<file path="config.mk">
export PLATFORM = sky130hd
export DESIGN_NAME = htt_cell
export DESIGN_NICKNAME = d
export VERILOG_FILES = /design/src/rtl/core/htt_pkg.sv /design/src/rtl/core/htt_cell.sv
export SDC_FILE = /design/constraint.sdc
export NUM_CORES = 1
export LEC_CHECK = 0
export ABC_AREA = 1
export BUFFER_PORTS_ARGS = -buffer_cell sky130_fd_sc_hd__buf_2
export CAP_MARGIN = 40
export CORE_AREA = 5 5 343 345
export CTS_BUF_LIST = sky130_fd_sc_hd__clkbuf_16
export CTS_CLUSTER_DIAMETER = 80
export DETAILED_ROUTE_END_ITERATION = 6
export DIE_AREA = 0 0 348 350
export GPL_ROUTABILITY_DRIVEN = 0
export HOLD_SLACK_MARGIN = 0.08
export SYNTH_ARGS = -nofsm -noshare
export SYNTH_HDL_FRONTEND = slang
export SYNTH_SLANG_ARGS = --single-unit
</file>
<file path="constraint.sdc">
create_clock -name clk -period 3.4 [get_ports clk]
set_input_delay 0.17 -clock clk [delete_from_list [all_inputs] [get_ports clk]]
set_output_delay 0.17 -clock clk [all_outputs]
set_load 0.05 [all_outputs]
</file>
<file path="src/rtl/core/htt_pkg.sv">
// htt_pkg: shared types, codes and sizes for the hash translation table
// used by htt_cell and by the top level bidirectional_hash_translation_table
// no dependencies
`default_nettype none

package htt_pkg;

	localparam int TABLE_ENTRIES = 32;
	localparam int IDX_W = (TABLE_ENTRIES > 1) ? $clog2(TABLE_ENTRIES) : 1;
	localparam int CNT_W = $clog2(TABLE_ENTRIES + 1);

	typedef enum logic [2:0] {
		KIND_ADD     = 3'd0,
		KIND_TO_RUN  = 3'd1,
		KIND_TO_CAN  = 3'd2,
		KIND_HAS_CAN = 3'd3,
		KIND_HAS_RUN = 3'd4,
		KIND_INVAL   = 3'd5,
		KIND_CLEAR   = 3'd6
	} kind_t;

	typedef enum logic [2:0] {
		ST_OK         = 3'd0,
		ST_ZERO       = 3'd1,
		ST_CANON_COLL = 3'd2,
		ST_RUN_COLL   = 3'd3,
		ST_FULL       = 3'd4,
		ST_MISS       = 3'd5
	} status_t;

	typedef struct packed {
		logic [2:0]  kind;
		logic [63:0] key_hash;
		logic [63:0] pair_hash;
		logic [63:0] build_id;
	} req_t;

	typedef struct packed {
		logic [2:0]  status;
		logic        found;
		logic [63:0] result_hash;
		logic [8:0]  entry_count;
		logic [31:0] collision_total;
		logic [31:0] miss_total;
		logic [31:0] hit_total;
	} rsp_t;

	// query token walking the row of cells, with the running search results
	typedef struct packed {
		logic             valid;
		logic [2:0]       kind;
		logic [63:0]      key;
		logic [63:0]      probe;
		logic [63:0]      build;
		logic             c_hit;
		logic [63:0]      c_data;
		logic             r_hit;
		logic [63:0]      r_data;
		logic             free_hit;
		logic [IDX_W-1:0] free_idx;
		logic [IDX_W-1:0] pos;
		logic [CNT_W-1:0] kill_cnt;
	} htt_tok_t;

	// commit broadcast from the controller to every cell
	typedef struct packed {
		logic        clear_all;
		logic [63:0] build;
		logic [63:0] canon;
		logic [63:0] runtime;
	} htt_wr_t;

endpackage

`default_nettype wire

</file>
<file path="src/rtl/core/htt_cell.sv">
// htt_cell: one table slot plus one stage of the query token chain
// depends on htt_pkg
`default_nettype none

module htt_cell import htt_pkg::*; (
	input  wire logic     clk,
	input  wire logic     arst_n,
	input  wire htt_tok_t tok_i,
	output htt_tok_t      tok_o,
	input  wire htt_wr_t  wr,
	input  wire logic     wr_sel
);

	logic        valid_q;
	logic [63:0] build_q;
	logic [63:0] canon_q;
	logic [63:0] runtime_q;
	logic        tok_vld_q;
	htt_tok_t    tok_q;
	htt_tok_t    tok_d;
	logic        same_build;
	logic        c_match;
	logic        r_match;
	logic        kill;

	always_comb begin
		same_build = valid_q && (build_q == tok_i.build);
		c_match    = same_build && (canon_q == tok_i.key);
		r_match    = same_build && (runtime_q == tok_i.probe);
		kill       = tok_i.valid && (tok_i.kind == KIND_INVAL) && same_build;
		tok_d      = tok_i;
		tok_d.pos  = tok_i.pos + IDX_W'(1);
		// lower slots were seen first, so only the first hit is kept
		if (!tok_i.c_hit && c_match) begin
			tok_d.c_hit  = 1'b1;
			tok_d.c_data = runtime_q;
		end
		if (!tok_i.r_hit && r_match) begin
			tok_d.r_hit  = 1'b1;
			tok_d.r_data = canon_q;
		end
		if (!tok_i.free_hit && !valid_q) begin
			tok_d.free_hit = 1'b1;
			tok_d.free_idx = tok_i.pos;
		end
		if (kill) begin
			tok_d.kill_cnt = tok_i.kill_cnt + CNT_W'(1);
		end
	end

	always_ff @(posedge clk or negedge arst_n) begin
		if (!arst_n) begin
			valid_q   <= 1'b0;
			tok_vld_q <= 1'b0;
		end else begin
			tok_vld_q <= tok_i.valid;
			if (wr.clear_all) begin
				valid_q <= 1'b0;
			end else if (wr_sel) begin
				valid_q <= 1'b1;
			end else if (kill) begin
				valid_q <= 1'b0;
			end
		end
	end

	always_ff @(posedge clk) begin
		tok_q <= tok_d;
		if (wr_sel) begin
			build_q   <= wr.build;
			canon_q   <= wr.canon;
			runtime_q <= wr.runtime;
		end
	end

	always_comb begin
		tok_o       = tok_q;
		tok_o.valid = tok_vld_q;
	end

endmodule

`default_nettype wire

</file>
* Yosys cells after proc, flatten, opt, wreduce, memory -nomap -nowiden
Index checks and enable logic that the tools add are counted.
** Storage, ports and cells
- Flip-flop bits (word level) :: 536
- Bits in latches :: 0
- Bits in writable memories :: 0
- ROM bits :: 0
- Bits of input ports :: 539
- Output and inout bits :: 343
- Logic and storage cells :: 43
- Memories :: 0
** Operators by class
- Add/sub/neg operators :: 2
- Multipliers :: 0
- Divide/modulo/power cells :: 0
- Order comparisons :: 0
- Equality and inequality tests :: 4
- Shifts and indexed selects :: 0
- Mux-type cells :: 7
- Bitwise logic cells :: 0
- Reduce and logical (&&, ||, !) cells :: 13
** Operator list (count)
- 64-bit == test :: 3
- 64-bit 2-to-1 mux :: 2
- 1-bit logical AND :: 8
- 6-bit by 1-bit adder with 6-bit output (second input constant) :: 1
- 6-bit 2-to-1 mux :: 1
- 5-bit by 1-bit adder with 5-bit output (second input constant) :: 1
- 5-bit 2-to-1 mux :: 1
- 1-bit logical NOT :: 4
- 3-bit == test (second input constant) :: 1
- 1-bit 2-to-1 mux :: 3
- 3-bit nonzero test :: 1

* Depth between registers and ports, before layout
Gate-level depths: netlist (run 1).
- Depth after elaboration :: 6
- Mapped depth :: 15
- Depth with buffers taken out :: 13

* Worst setup path before layout (run 1)
No wires, ideal clock.
- Path kind :: reg2reg
- Start point :: register build_q[9]
- End point :: register tok_q, in the netlist tok_o[31]
- Library setup time :: 0.113 ns
- Arrival :: 1.562 ns
- Required time :: 3.287 ns
- Path slack :: 1.726 ns
- Stages on the path, launching flop included :: 12
- Path buffers :: 2
- Period minus slack after synthesis :: 1.674 ns
- Cells stage by stage :: edfxtp_1 -> nand2_1 -> nand4_1 -> or2_0 -> nor2_1 -> nand3_1 -> nor2_2 -> nand2_1 -> buf_2 -> buf_6 -> nand2_1 -> nand2_1
** RTL lines
- start: declaration :: RTL line htt_cell.sv:15 : logic [63:0] build_q;
- start signal: assignment :: RTL line htt_cell.sv:70 : build_q <= wr.build;
- end signal: assignment :: RTL line htt_cell.sv:68 : tok_q <= tok_d;
- end: declaration :: RTL line htt_cell.sv:19 : htt_tok_t tok_q;

==> results.py, run 1 <==
metrics = {
    "worst_setup_path": {
        "crit_type": "reg -> reg",
        "path_max_fanout": 54,
        "cp-start-kind": "flop",
        "cp-end-kind": "flop",
        "cp.required_ns": 3.97,
        "worst_ep_arrival_time_ns": 3.70,
    },
    "cts": {
        "post-cts-setup-buffers": 0,
        "cts-root-buf": "clkbuf_16",
        "cts.repair.resized": 0,
        "hold_buffers": 548,
        "cts_tree": "yes",
        "clockBufferDepth": 3,
        "cts_max_level": 2,
        "insertion_delay_ns": 0.64,
        "clk_pin_slew_ns": 0.06,
        "cts_sinks": 536,
        "numCtsBuffers": 61,
    },
    "timing": {
        "rsz0062_at_grt": "no",
        "timing.hold.ws_ns": 0.198,
        "hold_violations": 0,
        "final_max_slew_viol_count": 0,
        "post-route-period-util_pct": 92.3,
        "setup-violations-final": 0,
        "tightest_slew_ns": 0.861,
        "fin_tns_setup_ns": 0,
        "min_period_ns": 3.14,
        "fin_skew_ns": 0.0170,
        "maxSlewHeadroom_pct": 42.6,
        "fmax_mhz": 319,
    },
    "pwr": {
        "p_leak_nw": 15.5,
        "cellPowerDensity_nw_per_um2": 507,
        "irDropWorstVdd_uv": 374,
    },
    "placement": {
        "hpwl_um": 76000,
        "io_buffers": 881,
    },
    "global_routing": {
        "grt_pass1_vias": 20051,
        "antenna_found_initial": 30,
        "grt_max_degree": 72,
        "track_usage_pct": 15.4,
        "grt_pass1_wl_um": 137000,
        "grt-ovfl-total": 0,
    },
    "min_path": {
        "holdCritPathClass": "in -> reg",
    },
    "yosys": {
        "syn_area_um2": 18600,
        "syn_nets": 2419,
        "synthFlopType": "dfxtp_1",
        "synth_edf_count": 192,
        "ys_types": 27,
        "syn_inst": 1878,
        "ys_seq_elements": 536,
        "async_reset_ff_share_pct": 0.373,
        "ys_warn_count": 0,
        "seq_area_frac_synth_pct": 68.0,
        "syn_area_per_cell_um2": 9.92,
    },
    "routing": {
        "drtIter0Drc": 1169,
        "post_drt_wl_per_cell_um": 20.2,
        "drc": 0,
        "vias_per_cell": 3.89,
        "drt_pass1_iterations": 6,
        "ant_nets": 0,
        "wirelength_um": 99400,
        "vias": 19135,
    },
    "floorplanning": {
        "die_area_um2": 122000,
        "die-width_um": 348,
        "row_count": 124,
        "core_um2": 114000,
        "initial_core_util_pct": 16.4,
        "io_pins": 882,
        "die_y_um": 350,
    },
    "job": {
        "max_cap_viol_count": 0,
    },
    "layout": {
        "nets": 3885,
        "finish.utilization_pct": 28.4,
        "most-common-layout-cells": "880 x buf_2, 602 x nand2_1, 548 x dlygate4sd3_1",
        "areaGrowthSynthToFinish_pct": 73.8,
        "drive_gt1_share_pct": 29.7,
        "layout_commonest_cell": "buf_2",
    },
    "run_status": {
        "status": "finished, final reports clean",
    },
}
-- layout make-up --
cell class,instances,area [um^2]
sequential,536,12700
fill,11698,81500
multi-input combinational,1066,4810
antenna,15,37.5
clock inverter,52,345
tap,1512,1890
inverter,232,871
clock buffer,64,1600
timing repair buffer,1447,10100
-- cells by family after synthesis --
logic type	share of synthesized area [%]
buffers and inverters	6.32
xor gates and xnor gates	3.01
DFF	68.0
adders and majority gates	0.134
AOI/OAI and AO/OA	1.50
and+or+nand+nor	20.9
muxes	0.181
-- report_power, final --
part	switching [mW]	total [mW]	internal [mW]	leakage [nW]
sequential	0.226	7.31	7.08	4.79
combinational	1.71	2.73	1.02	9.68
clock	2.82	6.39	3.57	1.02
-- critical path: stages (launching register included) --
cell and delay (ns):
edfxtp_1 0.39, nand2_1 0.10, nand4_1 0.26, nor2_1 0.32, nand2_1 0.08, nor2_1 0.10, nand3_1 0.15, nor2_4 0.22
buf_12 0.15, buf_12 0.27, buf_12 0.20, nand3_1 0.07, nand2_1 0.10, dlygate4sd3_1 0.57
-- metrics by stage --
stage	power (mW)	cell area (um^2)	cells	setup WS [ns]
6_report	16.4	32400	4924	0.263
5_1_grt	17.1	32400	4916	0.131
4_1_cts	16.6	32300	4909	0.257
3_5_place_dp	9.59	24900	4245	0.320
3_3_place_gp	9.58	24900	4244	0.235
2_1_floorplan	8.58	18600	1878	1.73
-- sequential cells by signal, summed over array words and instances (netlist names) --
register	flops
build_q	64
canon_q	64
runtime_q	64
tok_o	342
tok_vld_q	1
valid_q	1
-- cell usage after synthesis, drive strengths merged (3+ instances only) --
library cell    n  area [um^2]
nand4          36          225
o21ai          34          170
buf            38          283
xor2           31          272
nor2          131          494
xnor2          33          289
nand2         604         2270
clkbuf          6         22.5
a21oi           4         20.0
dfxtp         342         6850
o22ai          13         81.3
nor3            7         35.0
edfxtp        192         5770
inv           232          871
nand3         150          751
mux2            3         33.8
or2            11         68.8
nand3b          4         30.0
-- metal layers --
metal	GRT usage, %	wire, um	vias to the layer above	part of all wire (%)
met2	27.5	49100	999	49
met4	5.47	4060	4	4.1
met3	4.06	7760	198	7.8
met1	17.8	38400	9014	39
met5	0	27	-	0.027
li1	-	-	8920	-
-- worst paths after layout --
kind,startpoint,to,slack (ns),cells past startpoint
min in group asynchronous,arst_n,valid_q$_DFFE_PN0P_,0.54,3
hold / removal,tok_i[247],tok_o[247]$_DFF_P_,0.20,2
hold reg to reg,canon_q[12]$_DFFE_PP_,tok_o[29]$_DFF_P_,0.51,2
max in group asynchronous,arst_n,tok_vld_q$_DFF_PN0_,2.67,3
setup / recovery,build_q[20]$_DFFE_PP_,tok_o[1]$_DFF_P_,0.26,13
setup reg to reg,build_q[20]$_DFFE_PP_,tok_o[1]$_DFF_P_,0.26,13
Power figures use the tool's default switching activity.
==> run 2: changes to the inputs <==
CORE_AREA = 5 5 339 341   (was 5 5 343 345)
DIE_AREA = 0 0 344 346   (was 0 0 348 350)
==> run 2 against run 1 <==
  * Combinational power barely moved
  * Sequential power barely moved
  * Register-to-register slack improved by 0.14 ns
  * Fmax rose by 4.7%
  * First-iteration DRC count fell by 12%
  * Total power rose by 2.8%
  * Flip-flop and latch count did not move
  * Largest power group unchanged
  * Non-clock buffer count rose by 1
==> results.py, run 2 (same netlist as run 1, synthesis figures left out) <==
metrics = {
    "worst_setup_path": {
        "cp-start-kind": "flop",
        "worst_ep_arrival_time_ns": 3.54,
        "path_max_fanout": 11,
        "crit_type": "reg -> reg",
        "cp.required_ns": 3.94,
        "reg2reg_slack_ns": 0.40,
        "cp-end-kind": "flop",
        "crit_path_start": "build_q[6]$_DFFE_PP_",
        "r2r_start": "build_q[6]$_DFFE_PP_",
    },
    "floorplanning": {
        "die_y_um": 346,
        "die_area_um2": 119000,
        "die-width_um": 344,
        "row_count": 123,
        "initial_core_util_pct": 16.7,
        "io_pins": 882,
        "core_um2": 112000,
    },
    "placement": {
        "io_buffers": 881,
        "dpl-instance-area_um2": 24900,
        "place_ws_ns": 0.651,
        "post-place-cells": 4234,
        "hpwl_um": 75500,
    },
    "layout": {
        "layout_commonest_cell": "buf_2",
        "instances_no_fill": 4918,
        "nets": 3891,
        "most-common-layout-cells": "880 x buf_2, 602 x nand2_1, 548 x dlygate4sd3_1",
        "drive_gt1_share_pct": 29.8,
        "largest_reg_flops": 342,
        "fillCellCount": 11319,
        "areaGrowthSynthToFinish_pct": 74.8,
        "finalInstanceArea_um2": 32500,
        "finish.utilization_pct": 29.2,
        "seqCellArea_um2": 12700,
        "multi_input_area_um2": 4810,
    },
    "min_path": {
        "min_from": "wr_sel",
        "holdCritPathClass": "in -> reg",
    },
    "global_routing": {
        "antenna_found_initial": 24,
        "grt_max_degree": 87,
        "grt-ovfl-total": 0,
        "grt_pass1_wl_um": 138000,
        "grt_pass1_vias": 20158,
        "track_usage_pct": 15.8,
    },
    "timing": {
        "maxSlewHeadroom_pct": 40.6,
        "fin_skew_ns": 0.0321,
        "final_max_slew_viol_count": 0,
        "min_period_ns": 3.00,
        "tightest_slew_ns": 0.890,
        "setup-violations-final": 0,
        "fin_tns_setup_ns": 0,
        "post-route-period-util_pct": 88.1,
        "setup_ws_ns": 0.404,
        "hold_violations": 0,
        "timing.hold.ws_ns": 0.110,
        "rsz0062_at_grt": "no",
        "fmax_mhz": 334,
    },
    "cts": {
        "numCtsBuffers": 66,
        "clk_pin_slew_ns": 0.06,
        "cts_max_level": 3,
        "insertion_delay_ns": 0.61,
        "cts_sinks": 536,
        "clockBufferDepth": 3,
        "cts_tree": "yes",
        "cts-root-buf": "clkbuf_16",
    },
    "pwr": {
        "power_mw": 16.9,
        "p_leak_nw": 15.6,
        "cellPowerDensity_nw_per_um2": 519,
        "irDropWorstVdd_uv": 405,
    },
    "routing": {
        "post_drt_wl_per_cell_um": 20.1,
        "drc": 0,
        "ant_nets": 0,
        "vias": 19206,
        "drtIter0Drc": 1029,
        "wirelength_um": 98800,
        "vias_per_cell": 3.91,
        "drt_pass1_iterations": 5,
    },
    "job": {
        "max_cap_viol_count": 0,
    },
    "run_status": {
        "status": "finished, final reports clean",
    },
}
run 2: cell types whose count changed in the layout (fill, tap and decap cells not counted), moves of 3 or more:
cell       before  now
clkbuf_16      64   73
inv_1         247  251
inv_4           6    2
clkinv_1        8    5
run 2: critical path: stages, from the launching register on:
cell and delay (ns):
edfxtp_1 0.42, nand2_1 0.12, nand2_1 0.16, nor2_1 0.18
nand2_1 0.06, nor2_1 0.10, nand2_1 0.05, nor2_1 0.40
nand4_1 0.50, o21ai_0 0.35, dlygate4sd3_1 0.59
run 2: cell type report:
type,count,area share [%]
Sequential cell,536,38.9
Timing Repair Buffer,1448,31.2
Multi-Input combinational cell,1066,14.8
Tap cell,1500,5.77
Clock buffer,73,5.61
Inverter,232,2.68
Clock inverter,47,0.900
Antenna cell,16,0.123
run 2: power by group:
part           switching [mW]  internal, mW  leakage, nW  total (mW)
Clock                    2.92          3.91         1.12        6.84
Sequential              0.233          7.08         4.79        7.31
Combinational            1.71          1.02         9.68        2.73
Total                    4.87          12.0         15.6        16.9
run 2: what timing repair did:
action,4_1_cts,5_1_grt
endpoints found under the hold margin,538,0
hold buffers,548,0
gates resized for setup,0,0
setup buffers,0,0
run 2: layer usage:
layer	global-route usage [%]	vias to the layer above	part of all wire (%)
li1	-	8917	-
met1	18.1	9123	38
met2	27.9	952	49
met3	4.44	210	8.3
met4	6.27	4	4.4
met5	0	-	0.026
run 2: worst paths after layout:
check                                          end  depth (start not counted)
setup / recovery                  tok_o[5]$_DFF_P_                         10
hold / removal             runtime_q[16]$_DFFE_PP_                          1
setup reg to reg                  tok_o[5]$_DFF_P_                         10
hold reg to reg                 tok_o[107]$_DFF_P_                          2
max in group asynchronous      tok_vld_q$_DFF_PN0_                          3
min in group asynchronous      valid_q$_DFFE_PN0P_                          3
==> run 3: changes to the inputs <==
ABC_AREA = unset   (was 1)
CORE_AREA = 5 5 343 345   (was 5 5 339 341)
DIE_AREA = 0 0 348 350   (was 0 0 344 346)
==> run 3 against run 2 <==
  * Largest power group unchanged
  * Core utilization is 1.7 points lower
  * Non-clock buffer count is 23 higher
  * Clock power is 3.7% higher
  * Clock skew hardly changed
  * Cell count is 15% lower
  * Critical endpoint is now tok_o[131]$_DFF_P_
  * Final area is 3.8% lower
==> results.py, run 3 <==
metrics = {
    "run_status": {
        "status": "finished, final reports clean",
    },
    "yosys": {
        "ys_warn_count": 0,
        "syn_inst": 1058,
        "synthFlopType": "dfxtp_1",
        "seq_area_frac_synth_pct": 74.8,
        "syn_nets": 1599,
        "async_reset_ff_share_pct": 0.373,
        "synth_top_cell_area_share_pct": 40.4,
        "syn_area_per_cell_um2": 16.0,
        "syn_area_um2": 16900,
        "synth_area_leaders": "dfxtp_1 40%, edfxtp_1 34%, mux2_1 6.8%",
        "yosysMostFrequentCell": "dfxtp_1",
        "synth_edf_count": 192,
        "synthTopCellsByCount": "342 x dfxtp_1, 192 x edfxtp_1, 103 x mux2_1",
        "ys_types": 40,
        "ys_seq_elements": 536,
        "yosys.area.top_type": "dfxtp_1",
    },
    "worst_setup_path": {
        "path_buf_inv": 2,
        "cpPeakStageDelay_ns": 0.67,
        "path_cells": "xor2_1, nor4_2, nand4_1, or4_1, nor4_4, buf_12, buf_12, mux2_1",
        "cp-end-kind": "flop",
        "crit_family": "simple AND/OR/NAND/NOR gates",
        "path_max_fanout": 17,
        "worst_ep_arrival_time_ns": 3.83,
        "cpMostUsedCell": "buf_12",
        "r2r.worst_path.cells": 8,
        "crit_type": "reg -> reg",
        "cp-start-kind": "flop",
        "cpMaxStageDelayCell": "or4_1",
        "cp.required_ns": 3.91,
        "path_depth": 8,
    },
    "global_routing": {
        "antenna_found_initial": 32,
        "grt-ovfl-total": 0,
        "track_usage_pct": 14.7,
        "grt_pass1_vias": 16944,
        "grt_max_degree": 85,
        "grt_pass1_wl_um": 127000,
    },
    "layout": {
        "largest_reg_flops": 342,
        "seqCellArea_um2": 12700,
        "multi_input_area_um2": 4050,
        "nets": 3125,
        "drive_gt1_share_pct": 40.2,
        "fillCellCount": 11629,
        "layout_commonest_cell": "buf_2",
        "most-common-layout-cells": "880 x buf_2, 548 x dlygate4sd3_1, 342 x dfxtp_1",
        "instances_no_fill": 4161,
        "areaGrowthSynthToFinish_pct": 84.8,
    },
    "routing": {
        "post_drt_wl_per_cell_um": 22.7,
        "vias_per_cell": 3.71,
        "ant_nets": 0,
        "drc": 0,
        "drtIter0Drc": 948,
        "drt_pass1_iterations": 5,
        "wirelength_um": 94500,
        "vias": 15420,
    },
    "placement": {
        "post-place-cells": 3476,
        "io_buffers": 881,
        "hpwl_um": 74000,
        "place_ws_ns": 0.0250,
    },
    "pwr": {
        "p_leak_nw": 13.5,
        "cellPowerDensity_nw_per_um2": 543,
        "switching_share_pct": 28.8,
        "p_clk_share_pct": 41.7,
        "p_int_mw": 12.1,
        "power_frac_seq_pct": 43.0,
        "p_switching_mw": 4.90,
        "comb_power_share_pct": 15.3,
        "irDropWorstVdd_uv": 379,
    },
    "min_path": {
        "holdPathStages": 1,
        "holdCritPathClass": "in -> reg",
    },
    "timing": {
        "min_period_ns": 3.33,
        "setup-violations-final": 0,
        "post-route-period-util_pct": 97.8,
        "maxSlewHeadroom_pct": 41.6,
        "fin_tns_setup_ns": 0,
        "hold_violations": 0,
        "tightest_slew_ns": 0.877,
        "rsz0062_at_grt": "no",
        "final_max_slew_viol_count": 0,
        "fin_skew_ns": 0.0321,
        "setup_ws_ns": 0.0748,
        "fmax_mhz": 301,
    },
    "cts": {
        "cts_max_level": 3,
        "insertion_delay_ns": 0.63,
        "numCtsBuffers": 68,
        "clockBufferDepth": 3,
        "cts-root-buf": "clkbuf_16",
        "cts_tree": "yes",
        "cts_sinks": 536,
        "clk_pin_slew_ns": 0.06,
    },
    "floorplanning": {
        "io_pins": 882,
        "die-width_um": 348,
        "initial_core_util_pct": 14.9,
        "die_y_um": 350,
        "core_um2": 114000,
        "row_count": 124,
        "die_area_um2": 122000,
    },
    "job": {
        "max_cap_viol_count": 0,
    },
}
[run 3: final timing paths]
path / slack (ns) / end / from
setup / recovery: 0.07 / tok_o[131]$_DFF_P_ / canon_q[27]$_DFFE_PP_
hold / removal: 0.11 / runtime_q[16]$_DFFE_PP_ / wr_sel
setup reg to reg: 0.07 / tok_o[131]$_DFF_P_ / canon_q[27]$_DFFE_PP_
hold reg to reg: 0.48 / tok_o[75]$_DFF_P_ / canon_q[58]$_DFFE_PP_
max in group asynchronous: 2.62 / valid_q$_DFFE_PN0P_ / arst_n
min in group asynchronous: 0.54 / tok_vld_q$_DFF_PN0_ / arst_n
[run 3: cells by family after synthesis]
kind of cell | Yosys count | synth area share (%)
AOI/OAI and AO/OA | 41 | 1.82
buffers and inverters | 56 | 1.56
xor gates and xnor gates | 154 | 7.96
and+or+nand+nor | 136 | 4.92
DFF | 536 | 74.8
muxes | 133 | 8.84
adders and majority gates | 2 | 0.148
[run 3: through the flow]
stage,power [mW],hold slack [ns],cell area (um^2),util [%]
6_report,17.0,0.110,31300,27.5
5_1_grt,17.6,0.0999,31300,27.5
4_1_cts,17.2,0.0991,31300,27.4
3_5_place_dp,9.48,0.0285,23600,20.7
3_3_place_gp,9.47,0.0306,23600,20.7
2_1_floorplan,8.47,-0.126,16900,-
[run 3: repair_timing]
item / 4_1_cts / 5_1_grt
endpoints found under the setup margin: 0 / 55
hold buffers: 548 / 0
endpoints found under the hold margin: 538 / 0
buffers inserted: 0 / 2
gates resized for setup: 0 / 2
[run 3: cell type report]
type                       instances  share of cell area, %
inverter                          41                  0.492
clock buffer                      72                   5.76
multi-input combinational        466                   12.9
sequential                       536                   40.4
timing repair buffer            1471                   33.0
clock inverter                    54                   1.28
antenna                            9                 0.0719
tap                             1512                   6.04
[run 3: power groups by stage]
stage               Combinational [mW]  Clock [mW]  Sequential [mW]
finish                            2.60        7.09             7.32
global route                      2.72        7.57             7.35
detailed placement                2.03           0             7.45
CTS                               2.60        7.31             7.31
global placement                  2.03           0             7.44
floorplan                        0.336           0             8.13
[run 3: worst reg2reg max path, stage by stage (launching register included)]
cell and delay [ns]:
edfxtp_1 0.42, xor2_1 0.18, nor4_2 0.45, nand4_1 0.37, or4_1 0.67, nor4_4 0.29, buf_12 0.23, buf_12 0.27
mux2_1 0.35
[run 3: layer usage]
metal / global-route usage, % / vias up / share of wire (%)
met5: 0 / - / 0.11
met4: 5.20 / 16 / 3.5
met3: 4.25 / 198 / 7.8
met2: 25.1 / 851 / 48
met1: 17.7 / 7479 / 40
li1: - / 6876 / -
